===== src/design/ddet_pkg.sv =====
// Shared types and constants for the deadlock detector.
// No dependencies; compiled before every other design file.
`default_nettype none

package ddet_pkg;

   localparam int DEF_MAX_PROCESSES = 16;
   localparam int DEF_MAX_RESOURCES = 8;
   localparam int DEF_COUNT_BITS    = 16;

   localparam int PROC_INDEX_WIDTH = 4;
   localparam int RES_INDEX_WIDTH  = 3;
   localparam int VALUE_WIDTH      = 16;
   localparam int MASK_WIDTH       = 16;
   localparam int COUNT_OUT_WIDTH  = 5;

   localparam int RES_CFG_WIDTH   = 4;
   localparam int PROC_CFG_WIDTH  = 5;
   localparam int CSR_INDEX_WIDTH = 1;
   localparam int CSR_DATA_WIDTH  = 5;

   typedef enum logic [1:0] {
      MODE_WRITE_AVAIL = 2'd0,
      MODE_WRITE_ALLOC = 2'd1,
      MODE_WRITE_REQ   = 2'd2,
      MODE_RUN         = 2'd3
   } mode_type;

   typedef enum logic [CSR_INDEX_WIDTH-1:0] {
      CSR_RESOURCES_IN_USE = 1'd0,
      CSR_PROCESSES_IN_USE = 1'd1
   } csr_index_type;

endpackage

`default_nettype wire


===== src/design/ddet_if.sv =====
// Request and response channel interfaces of the deadlock detector.
// Depends on ddet_pkg for field widths and the mode type.
`default_nettype none

interface ddet_req_if;
   logic                                   valid;
   logic                                   ready;
   ddet_pkg::mode_type                     mode;
   logic [ddet_pkg::PROC_INDEX_WIDTH-1:0]  process_index;
   logic [ddet_pkg::RES_INDEX_WIDTH-1:0]   resource_index;
   logic [ddet_pkg::VALUE_WIDTH-1:0]       value;

   modport source (output valid, output mode, output process_index,
                   output resource_index, output value, input ready);
   modport sink   (input valid, input mode, input process_index,
                   input resource_index, input value, output ready);
endinterface

interface ddet_rsp_if;
   logic                                  valid;
   logic                                  ready;
   logic                                  deadlock_found;
   logic [ddet_pkg::MASK_WIDTH-1:0]       deadlocked_mask;
   logic [ddet_pkg::COUNT_OUT_WIDTH-1:0]  deadlocked_count;

   modport source (output valid, output deadlock_found, output deadlocked_mask,
                   output deadlocked_count, input ready);
   modport sink   (input valid, input deadlock_found, input deadlocked_mask,
                   input deadlocked_count, output ready);
endinterface

`default_nettype wire


===== src/design/ddet_ram.sv =====
// Generic single-write, single-read RAM with registered read data.
// No dependencies.
`default_nettype none

module ddet_ram #(
   parameter int WIDTH = 16,
   parameter int DEPTH = 128
) (
   input  wire logic                     clock,
   input  wire logic                     write_enable,
   input  wire logic [$clog2(DEPTH)-1:0] write_addr,
   input  wire logic [WIDTH-1:0]         write_data,
   input  wire logic [$clog2(DEPTH)-1:0] read_addr,
   output      logic [WIDTH-1:0]         read_data
);

   logic [WIDTH-1:0] mem_ff [DEPTH];

   always_ff @(posedge clock) begin
      if (write_enable) begin
         mem_ff[write_addr] <= write_data;
      end
      read_data <= mem_ff[read_addr];
   end

endmodule

`default_nettype wire


===== src/design/deadlock_detector.sv =====
// Deadlock detector: a run item copies the available vector into the work
// vector, then per pass over nproc processes skips a finished process, tests
// the others until a request exceeds the work vector and releases a process
// whose test passes; at most nproc + 1 passes, then the unfinished processes
// are counted and the result posted. One shared adder does every copy, compare
// and release. Ready stays low for the whole run. Reset clears the sequencer,
// the progress flag, the work vector, the finished mask and the response valid.
`default_nettype none

module deadlock_detector #(
   parameter int MAX_PROCESSES = ddet_pkg::DEF_MAX_PROCESSES,
   parameter int MAX_RESOURCES = ddet_pkg::DEF_MAX_RESOURCES,
   parameter int COUNT_BITS    = ddet_pkg::DEF_COUNT_BITS
) (
   input  wire logic                                clock,
   input  wire logic                                reset,
   ddet_req_if.sink                                 req_ch,
   ddet_rsp_if.source                               rsp_ch,
   input  wire logic                                csr_write_enable,
   input  wire logic [ddet_pkg::CSR_INDEX_WIDTH-1:0] csr_index,
   input  wire logic [ddet_pkg::CSR_DATA_WIDTH-1:0]  csr_write_data
);
   import ddet_pkg::*;

   localparam int PW     = (MAX_PROCESSES > 1) ? $clog2(MAX_PROCESSES) : 1;
   localparam int RW     = (MAX_RESOURCES > 1) ? $clog2(MAX_RESOURCES) : 1;
   localparam int PCW    = $clog2(MAX_PROCESSES + 1);
   localparam int RCW    = $clog2(MAX_RESOURCES + 1);
   localparam int OPW    = (COUNT_BITS > VALUE_WIDTH) ? COUNT_BITS : VALUE_WIDTH;
   localparam int ADDR_W = PW + RW;
   localparam int DEPTH  = 1 << ADDR_W;
   localparam logic [OPW-1:0] WORK_CAP = OPW'((64'd1 << COUNT_BITS) - 64'd1);

   typedef enum logic [9:0] {
      S_IDLE     = 10'b0000000001,
      S_COPY     = 10'b0000000010,
      S_SCAN     = 10'b0000000100,
      S_CHK_WAIT = 10'b0000001000,
      S_CHK_CMP  = 10'b0000010000,
      S_ADD_WAIT = 10'b0000100000,
      S_ADD_SUM  = 10'b0001000000,
      S_NEXT_P   = 10'b0010000000,
      S_COUNT    = 10'b0100000000,
      S_DONE     = 10'b1000000000
   } state_type;

   state_type                 state_ff, state_in;
   logic [RCW-1:0]            r_ff, r_in;
   logic [PCW-1:0]            p_ff, p_in;
   logic                      progress_ff, progress_in;
   logic [MAX_PROCESSES-1:0]  finished_ff, finished_in;
   logic [PCW-1:0]            count_ff, count_in;
   logic [COUNT_BITS-1:0]     work_ff [MAX_RESOURCES];
   logic [COUNT_BITS-1:0]     work_in [MAX_RESOURCES];
   logic [VALUE_WIDTH-1:0]    avail_ff [MAX_RESOURCES];
   logic [VALUE_WIDTH-1:0]    avail_in [MAX_RESOURCES];
   logic [RES_CFG_WIDTH-1:0]  res_cfg_ff, res_cfg_in;
   logic [PROC_CFG_WIDTH-1:0] proc_cfg_ff, proc_cfg_in;

   logic                       rsp_valid_ff, rsp_valid_in;
   logic                       found_ff, found_in;
   logic [MASK_WIDTH-1:0]      mask_ff, mask_in;
   logic [COUNT_OUT_WIDTH-1:0] dcount_ff, dcount_in;

   logic [RCW-1:0]           nres;
   logic [PCW-1:0]           nproc;
   logic [RW-1:0]            r_idx;
   logic [PW-1:0]            p_idx;
   logic                     last_r;
   logic                     last_p;
   logic                     req_fire;
   logic                     in_range;
   logic [ADDR_W-1:0]        wr_addr;
   logic [ADDR_W-1:0]        rd_addr;
   logic [VALUE_WIDTH-1:0]   alloc_rdata;
   logic [VALUE_WIDTH-1:0]   req_rdata;
   logic [OPW-1:0]           opa;
   logic [OPW-1:0]           opb;
   logic                     cin;
   logic [OPW:0]             sum;
   logic                     fits;
   logic [COUNT_BITS-1:0]    sat_sum;
   logic [MAX_PROCESSES-1:0] dead;

   // register counts, clamped into 1..store size
   always_comb begin
      if (res_cfg_ff == '0) begin
         nres = RCW'(1);
      end else if (int'(res_cfg_ff) > MAX_RESOURCES) begin
         nres = RCW'(MAX_RESOURCES);
      end else begin
         nres = RCW'(res_cfg_ff);
      end
      if (proc_cfg_ff == '0) begin
         nproc = PCW'(1);
      end else if (int'(proc_cfg_ff) > MAX_PROCESSES) begin
         nproc = PCW'(MAX_PROCESSES);
      end else begin
         nproc = PCW'(proc_cfg_ff);
      end
   end

   assign r_idx    = r_ff[RW-1:0];
   assign p_idx    = p_ff[PW-1:0];
   assign last_r   = (r_ff == nres - RCW'(1));
   assign last_p   = (p_ff == nproc - PCW'(1));
   assign req_fire = req_ch.valid && req_ch.ready;
   assign in_range = (int'(req_ch.process_index) < MAX_PROCESSES)
                     && (int'(req_ch.resource_index) < MAX_RESOURCES);
   assign wr_addr  = {PW'(req_ch.process_index), RW'(req_ch.resource_index)};
   assign rd_addr  = {p_idx, r_idx};

   ddet_ram #(.WIDTH(VALUE_WIDTH), .DEPTH(DEPTH)) u_alloc_ram (
      .clock        (clock),
      .write_enable (req_fire && (req_ch.mode == MODE_WRITE_ALLOC) && in_range),
      .write_addr   (wr_addr),
      .write_data   (req_ch.value),
      .read_addr    (rd_addr),
      .read_data    (alloc_rdata)
   );

   ddet_ram #(.WIDTH(VALUE_WIDTH), .DEPTH(DEPTH)) u_req_ram (
      .clock        (clock),
      .write_enable (req_fire && (req_ch.mode == MODE_WRITE_REQ) && in_range),
      .write_addr   (wr_addr),
      .write_data   (req_ch.value),
      .read_addr    (rd_addr),
      .read_data    (req_rdata)
   );

   // shared adder: saturating copy, compare by subtraction, saturating release
   always_comb begin
      opa = (state_ff == S_COPY) ? OPW'(avail_ff[r_idx]) : OPW'(work_ff[r_idx]);
      case (state_ff)
         S_CHK_CMP: opb = ~OPW'(req_rdata);
         S_ADD_SUM: opb = OPW'(alloc_rdata);
         default:   opb = '0;
      endcase
      cin     = (state_ff == S_CHK_CMP);
      sum     = {1'b0, opa} + {1'b0, opb} + (OPW + 1)'(cin);
      fits    = sum[OPW];
      sat_sum = (sum > {1'b0, WORK_CAP}) ? WORK_CAP[COUNT_BITS-1:0]
                                         : sum[COUNT_BITS-1:0];
   end

   always_comb begin
      for (int i = 0; i < MAX_PROCESSES; i++) begin
         dead[i] = !finished_ff[i] && (i < int'(nproc));
      end
   end

   always_comb begin
      state_in     = state_ff;
      r_in         = r_ff;
      p_in         = p_ff;
      progress_in  = progress_ff;
      finished_in  = finished_ff;
      count_in     = count_ff;
      work_in      = work_ff;
      avail_in     = avail_ff;
      res_cfg_in   = res_cfg_ff;
      proc_cfg_in  = proc_cfg_ff;
      rsp_valid_in = rsp_valid_ff && !rsp_ch.ready;
      found_in     = found_ff;
      mask_in      = mask_ff;
      dcount_in    = dcount_ff;

      if (csr_write_enable) begin
         case (csr_index_type'(csr_index))
            CSR_RESOURCES_IN_USE: res_cfg_in  = csr_write_data[RES_CFG_WIDTH-1:0];
            CSR_PROCESSES_IN_USE: proc_cfg_in = csr_write_data[PROC_CFG_WIDTH-1:0];
            default: ;
         endcase
      end

      case (state_ff)
         S_IDLE: begin
            if (req_fire) begin
               case (req_ch.mode)
                  MODE_WRITE_AVAIL: begin
                     if (int'(req_ch.resource_index) < MAX_RESOURCES) begin
                        avail_in[RW'(req_ch.resource_index)] = req_ch.value;
                     end
                  end
                  MODE_RUN: begin
                     r_in        = '0;
                     finished_in = '0;
                     progress_in = 1'b0;
                     state_in    = S_COPY;
                  end
                  default: ;
               endcase
            end
         end
         S_COPY: begin
            work_in[r_idx] = sat_sum;
            if (last_r) begin
               p_in     = '0;
               state_in = S_SCAN;
            end else begin
               r_in = r_ff + RCW'(1);
            end
         end
         S_SCAN: begin
            r_in     = '0;
            state_in = finished_ff[p_idx] ? S_NEXT_P : S_CHK_WAIT;
         end
         S_CHK_WAIT: begin
            state_in = S_CHK_CMP;
         end
         S_CHK_CMP: begin
            if (!fits) begin
               state_in = S_NEXT_P;
            end else if (last_r) begin
               r_in     = '0;
               state_in = S_ADD_WAIT;
            end else begin
               r_in     = r_ff + RCW'(1);
               state_in = S_CHK_WAIT;
            end
         end
         S_ADD_WAIT: begin
            state_in = S_ADD_SUM;
         end
         S_ADD_SUM: begin
            work_in[r_idx] = sat_sum;
            if (last_r) begin
               finished_in[p_idx] = 1'b1;
               progress_in        = 1'b1;
               state_in           = S_NEXT_P;
            end else begin
               r_in     = r_ff + RCW'(1);
               state_in = S_ADD_WAIT;
            end
         end
         S_NEXT_P: begin
            if (!last_p) begin
               p_in     = p_ff + PCW'(1);
               state_in = S_SCAN;
            end else if (progress_ff) begin
               p_in        = '0;
               progress_in = 1'b0;
               state_in    = S_SCAN;
            end else begin
               p_in     = '0;
               count_in = '0;
               state_in = S_COUNT;
            end
         end
         S_COUNT: begin
            if (!finished_ff[p_idx]) begin
               count_in = count_ff + PCW'(1);
            end
            if (last_p) begin
               state_in = S_DONE;
            end else begin
               p_in = p_ff + PCW'(1);
            end
         end
         S_DONE: begin
            if (!rsp_valid_ff || rsp_ch.ready) begin
               rsp_valid_in = 1'b1;
               found_in     = (count_ff != '0);
               mask_in      = MASK_WIDTH'(dead);
               dcount_in    = COUNT_OUT_WIDTH'(count_ff);
               state_in     = S_IDLE;
            end
         end
         default: begin
            state_in = S_IDLE;
         end
      endcase
   end

   always_ff @(posedge clock) begin
      if (reset) begin
         state_ff     <= S_IDLE;
         progress_ff  <= 1'b0;
         finished_ff  <= '0;
         work_ff      <= '{default: '0};
         res_cfg_ff   <= RES_CFG_WIDTH'(8);
         proc_cfg_ff  <= PROC_CFG_WIDTH'(16);
         rsp_valid_ff <= 1'b0;
      end else begin
         state_ff     <= state_in;
         progress_ff  <= progress_in;
         finished_ff  <= finished_in;
         work_ff      <= work_in;
         res_cfg_ff   <= res_cfg_in;
         proc_cfg_ff  <= proc_cfg_in;
         rsp_valid_ff <= rsp_valid_in;
      end
   end

   always_ff @(posedge clock) begin
      r_ff      <= r_in;
      p_ff      <= p_in;
      count_ff  <= count_in;
      avail_ff  <= avail_in;
      found_ff  <= found_in;
      mask_ff   <= mask_in;
      dcount_ff <= dcount_in;
   end

   assign req_ch.ready            = (state_ff == S_IDLE);
   assign rsp_ch.valid            = rsp_valid_ff;
   assign rsp_ch.deadlock_found   = found_ff;
   assign rsp_ch.deadlocked_mask  = mask_ff;
   assign rsp_ch.deadlocked_count = dcount_ff;

endmodule

`default_nettype wire


===== src/flat_wrapper.sv =====
// flat-port wrapper written by rule: the top's interface ports become plain ports
module deadlock_detector_flat import ddet_pkg::*;
#(
   parameter int MAX_PROCESSES = ddet_pkg::DEF_MAX_PROCESSES,
   parameter int MAX_RESOURCES = ddet_pkg::DEF_MAX_RESOURCES,
   parameter int COUNT_BITS    = ddet_pkg::DEF_COUNT_BITS
)
  (clock, reset, csr_write_enable, csr_index, csr_write_data, req_ch_valid, req_ch_mode, req_ch_process_index, req_ch_resource_index, req_ch_value, req_ch_ready, rsp_ch_valid, rsp_ch_deadlock_found, rsp_ch_deadlocked_mask, rsp_ch_deadlocked_count, rsp_ch_ready);
  ddet_req_if req_ch_i ();
  ddet_rsp_if rsp_ch_i ();
  input  wire logic clock;
  input  wire logic reset;
  input  wire logic csr_write_enable;
  input  wire logic [ddet_pkg::CSR_INDEX_WIDTH-1:0] csr_index;
  input  wire logic [ddet_pkg::CSR_DATA_WIDTH-1:0] csr_write_data;
  input wire logic [$bits(req_ch_i.valid)-1:0] req_ch_valid;
  input wire logic [$bits(req_ch_i.mode)-1:0] req_ch_mode;
  input wire logic [$bits(req_ch_i.process_index)-1:0] req_ch_process_index;
  input wire logic [$bits(req_ch_i.resource_index)-1:0] req_ch_resource_index;
  input wire logic [$bits(req_ch_i.value)-1:0] req_ch_value;
  output wire logic [$bits(req_ch_i.ready)-1:0] req_ch_ready;
  output wire logic [$bits(rsp_ch_i.valid)-1:0] rsp_ch_valid;
  output wire logic [$bits(rsp_ch_i.deadlock_found)-1:0] rsp_ch_deadlock_found;
  output wire logic [$bits(rsp_ch_i.deadlocked_mask)-1:0] rsp_ch_deadlocked_mask;
  output wire logic [$bits(rsp_ch_i.deadlocked_count)-1:0] rsp_ch_deadlocked_count;
  input wire logic [$bits(rsp_ch_i.ready)-1:0] rsp_ch_ready;
  assign req_ch_i.valid = req_ch_valid;
  assign req_ch_i.mode = req_ch_mode;
  assign req_ch_i.process_index = req_ch_process_index;
  assign req_ch_i.resource_index = req_ch_resource_index;
  assign req_ch_i.value = req_ch_value;
  assign req_ch_ready = req_ch_i.ready;
  assign rsp_ch_valid = rsp_ch_i.valid;
  assign rsp_ch_deadlock_found = rsp_ch_i.deadlock_found;
  assign rsp_ch_deadlocked_mask = rsp_ch_i.deadlocked_mask;
  assign rsp_ch_deadlocked_count = rsp_ch_i.deadlocked_count;
  assign rsp_ch_i.ready = rsp_ch_ready;
  deadlock_detector #(.MAX_PROCESSES(MAX_PROCESSES), .MAX_RESOURCES(MAX_RESOURCES), .COUNT_BITS(COUNT_BITS)) u_core (.clock(clock), .reset(reset), .req_ch(req_ch_i), .rsp_ch(rsp_ch_i), .csr_write_enable(csr_write_enable), .csr_index(csr_index), .csr_write_data(csr_write_data));
endmodule

===== config.mk =====
export PLATFORM = sky130hd
export DESIGN_NAME = deadlock_detector_flat
export DESIGN_NICKNAME = d
export VERILOG_FILES = /design/src/design/ddet_pkg.sv /design/src/design/ddet_if.sv /design/src/design/ddet_ram.sv /design/src/design/deadlock_detector.sv /design/src/flat_wrapper.sv
export SDC_FILE = /design/constraint.sdc
export NUM_CORES = 2
export LEC_CHECK = 0
export BUFFER_PORTS_ARGS = -buffer_cell sky130_fd_sc_hd__buf_4
export CORE_MARGIN = 4
export CORE_UTILIZATION = 61
export CTS_CLUSTER_SIZE = 8
export DETAILED_ROUTE_END_ITERATION = 8
export PLACE_DENSITY_LB_ADDON = 0.05
export SYNTH_ARGS = -nofsm -noshare
export SYNTH_HDL_FRONTEND = slang
export SYNTH_SLANG_ARGS = --single-unit

===== constraint.sdc =====
create_clock -name clock -period 14 [get_ports clock]
set_clock_uncertainty 0.2 [all_clocks]
set_input_delay 1.4 -clock clock [delete_from_list [all_inputs] [get_ports clock]]
set_output_delay 1.4 -clock clock [all_outputs]
set_load 0.005 [all_outputs]

==> metrics.md <==
| Metric | Value |
|---|---|
| Site Rows | 194 |
| Routed WL | 468 mm |
| Setup TNS | 0 ps |
| Synth Area per Inst | 18.9 um^2 |
| Mapped Area | 172,000 um^2 |
| DRT Pass-1 Iters | 7 |
| Crit path max fanout | 112 |
| Fillers | 17,437 |
| Sequential area share after synthesis | 0.766 |
| Hold crit path type | flop to flop |
| Slew headroom | 0.168 |
| P_leak | 63.4 nW |
| Vias | 93,129 |
| Worst path bufs/invs | 6 |
| Arrival @ worst endpoint | 7210 ps |
| Via/cell ratio | 6.87 |
| Clock input transition at the sequential cells of the worst setup and hold paths | 50 ps |
| H-tree depth | 6 |
| Num CTS Buffers | 627 |
| CP Depth | 12 |
| DR iter-0 viols | 12,777 |
| Clock network fraction of total power | 0.375 |
| Vias in the first global route | 92,230 |
| Sw Ratio | 0.284 |
| Gpl congestion | 0.863 |
| Tot GR Track Use | 0.320 |
| Synth warnings | 0 |
| Hold path endpoint | u_core.rsp_ch.deadlocked_mask[0] |
| Fraction of layout cells with a size suffix above 1 | 0.199 |
| Pwr dens | 185 nW/um^2 |
| Worst R2R Setup Slack | 7460 ps |
| Area growth from synthesis to layout | 13.8% |
| GR Overflow Total | 0 |
| NumNets Final | 9,664 |
| Synth Instances | 9,081 |
| Worst reg-to-reg path cell count | 12 |
| Fin util | 0.699 |
| Core Region | 280,000 um^2 |
| Int Pwr | 25.9 mW |
| Syn Nets | 9,144 |
| Worst Path Required | 14,670 ps |
| Antenna Violating Nets Remaining | 0 |
| Final Hold Viols | 0 |
| Largest net degree at the start of global routing | 177 |
| Tmin final | 6540 ps |
| Worst path max stage delay | 770 ps |
| Ys flop type | edfxtp_1 |
| CP max-delay cell | buf_4 |
| Hpwl dp | 266 mm |
| Period utilisation layout | 0.467 |
| Async set-reset flop share out of synthesis | 0 |
| Crit path cell chain | buf_4 > buf_4 > buf_4 > buf_12 > buf_12 > buf_4 > mux2i_1 > o22ai_1 > o221ai_1 > nand4_1 > nand3_1 > a41oi_1 |
| Crit end category | flop |
| Worst-Skew Late Latency | 1040 ps |
| RSZ-0062 raised after global routing | false |
| VDD IR max | 145 uV |
| CTS tree | done |
| # IOs | 60 |
| Final Max Slew Viols | 0 |
| Critical path's most frequent cell | buf_4 |
| Max cap viols | 0 |
| Crit-path leading delay family | buffers and inverters |
| Die Span X | 539 um |
| Worst Setup Start Kind | flop |
| Seq pwr share | 0.410 |
| Root buffer cell | clkbuf_16 |
| Seq cells post-synth | 4,457 |
| Initial antenna violation count | 23 |
| # DRC | 0 |
| Net Sw Power | 10.3 mW |
| Worst-Margin Slew | 1250 ps |
| CTS Buffer Depth | 4 |
| Post-DR wirelength/cell | 34.5 um |
| Port Buffers | 59 |
| FF-to-FF End | u_core.u_req_ram.read_data[14] |
| Worst hold start | u_core.finished_ff[0] |
| Post-CTS Setup Bufs | 0 |
| DIE AREA | 291,000 um^2 |
| Status | finished clean |
| Post-synth EDFFs | 4,260 |
| CTS sink cnt | 4,457 |
| Logic gate share of total power | 0.214 |
| FF-to-FF Start | u_core.r_ff[2] |
| Post-CTS sizing | 0 |
| Die Span Y | 539 um |
| Fmax | 153 MHz |
| Setup violators final | 0 |
| Worst hold margin | 276 ps |
| Crit Path Class | flop to flop |
| Initial Util | 0.614 |
| Yosys cell types | 74 |
| First-pass GRT wire length | 669 mm |
| Worst hold path cell count | 1 |
| # hold bufs at CTS | 0 |
-- state kept, by name, indices dropped and copies added, names as in the netlist --
| name | cells |
|---|---|
| u_core.u_req_ram.read_data | 16 |
| u_core.rsp_ch.deadlock_found | 1 |
| u_core.u_req_ram.mem_ff | 2048 |
| u_core.work_ff | 128 |
| u_core.state_ff | 10 |
| u_core.finished_ff | 16 |
| u_core.rsp_ch.valid | 1 |
| u_core.proc_cfg_ff | 5 |
| u_core.rsp_ch.deadlocked_count | 5 |
| u_core.rsp_ch.deadlocked_mask | 16 |
| u_core.res_cfg_ff | 4 |
| u_core.progress_ff | 1 |
| u_core.u_alloc_ram.mem_ff | 2048 |
| u_core.avail_ff | 128 |
| u_core.r_ff | 4 |
| u_core.u_alloc_ram.read_data | 16 |
| u_core.count_ff | 5 |
| u_core.p_ff | 5 |
-- cells in the mapped netlist (all sizes together), types with 8 or more instances --
master      n  area share
mux4      621       0.081
nand3     103      0.0030
a41oi      39      0.0020
ha         25      0.0018
o21ai     285      0.0083
nand2     207      0.0045
a2bb2oi    62      0.0032
a21oi     227      0.0066
o211ai    128      0.0056
xnor2      16     0.00081
nor2      380      0.0083
a31oi       8     0.00029
nor3       11     0.00044
mux2i     674       0.039
a22o       40      0.0020
a221oi    128      0.0065
mux2       97      0.0063
edfxtp   4260        0.74
buf       242      0.0068
a22oi     154      0.0067
inv       146      0.0032
o221ai    134      0.0068
nor2b      30      0.0011
clkbuf    346      0.0075
o22ai     254      0.0092
and2        9     0.00033
xor2       11     0.00056
and3       69      0.0025
dfxtp     197       0.023
nand4      10     0.00036
nand2b     16     0.00058
a211oi     85      0.0037
-- worst register-to-register path: cells and delay by family, from the launching register on --
kind / cells / cell delay [ps]
AND/OR/NAND/NOR: 2 / 700
multiplexers: 1 / 330
AO/OA/AOI/OAI: 3 / 560
flip-flops: 1 / 320
buffers and inverters: 6 / 4300
-- metrics by stage --
| stage | cells | setup slack, ps | power [mW] | cell area, um^2 |
|---|---|---|---|---|
| after CTS | 13540 | 7590 | 36.4 | 196000 |
| after global routing | 13543 | 7340 | 37.4 | 196000 |
| after detailed placement | 12696 | 7620 | 22.8 | 178000 |
| final | 13558 | 7460 | 36.2 | 196000 |
| after global placement | 12696 | 7640 | 22.8 | 178000 |
| after floorplan | 9081 | 9260 | 20.2 | 172000 |
-- final cells by class --
cell class	count	area [um^2]	share of cell area
sequential	4457	132000	0.673
multi-input combinational	3888	37300	0.191
clock buffer	791	16400	0.0839
tap	3724	4660	0.0238
timing repair buffer	479	3890	0.0199
clock inverter	53	1090	0.00554
inverter	148	571	0.00291
antenna	18	45.0	0.000230
-- how the worst max path moves through the flow --
stage	start	endpoint	slack [ps]
4_1_cts	u_core.r_ff[2]	u_core.u_req_ram.read_data[14]	7590
5_1_grt	u_core.r_ff[2]	u_core.u_req_ram.read_data[14]	7340
3_5_place_dp	u_core.r_ff[2]	u_core.u_req_ram.read_data[14]	7620
2_1_floorplan	u_core.r_ff[2]	u_core.r_ff[0]	9260
6_report	u_core.r_ff[2]	u_core.u_req_ram.read_data[14]	7460
3_3_place_gp	u_core.r_ff[2]	u_core.u_req_ram.read_data[14]	7640
-- power by group through the flow --
stage,clock network (mW),logic (mW),registers (mW)
after floorplan,0,5.23,15.0
after global placement,0,7.67,15.1
after detailed placement,0,7.74,15.1
after CTS,13.7,7.77,14.8
after global routing,14.4,8.15,14.8
final,13.6,7.77,14.9
-- metal layers --
metal | vias up | track usage | share of wire
met5 | - | 0 | 0.000058
met4 | 4 | 0.143 | 0.049
met3 | 905 | 0.0606 | 0.097
met2 | 5365 | 0.493 | 0.47
met1 | 48599 | 0.454 | 0.38
li1 | 38256 | - | -
-- kinds of logic (layout without fill, tap and decap cells) --
| group | after synthesis | in the layout | synth area share |
|---|---|---|---|
| other | 0 | 18 | 0 |
| multiplexers | 1392 | 1392 | 0.127 |
| adder cells (fa/ha/maj) | 27 | 27 | 0.00205 |
| AO/OA/AOI/OAI | 1571 | 1571 | 0.0624 |
| XOR/XNOR | 27 | 27 | 0.00137 |
| flip-flops | 4457 | 4457 | 0.766 |
| buffers and inverters | 736 | 1471 | 0.0176 |
| AND/OR/NAND/NOR | 871 | 871 | 0.0232 |
-- placed cells by master, fill, tap and decap left out, drive strengths merged, types with 7 or more instances in the layout --
cell / netlist / routed
a211oi: 85 / 85
a21o: 7 / 7
a21oi: 227 / 227
a221oi: 128 / 128
a22o: 40 / 40
a22oi: 154 / 154
a2bb2oi: 62 / 62
a31oi: 8 / 8
a41oi: 39 / 39
and2: 9 / 9
and3: 69 / 69
buf: 242 / 479
clkbuf: 346 / 791
clkinv: 2 / 28
dfxtp: 197 / 197
diode: 0 / 18
edfxtp: 4260 / 4260
ha: 25 / 25
inv: 146 / 172
mux2: 97 / 97
mux2i: 674 / 674
mux4: 621 / 621
nand2: 207 / 207
nand2b: 16 / 16
nand3: 103 / 103
nand4: 10 / 10
nor2: 380 / 380
nor2b: 30 / 30
nor3: 11 / 11
nor3b: 7 / 7
o211ai: 128 / 128
o21ai: 285 / 285
o221ai: 134 / 134
o22ai: 254 / 254
xnor2: 16 / 16
xor2: 11 / 11
No activity file was read; power rests on OpenSTA's default activity.
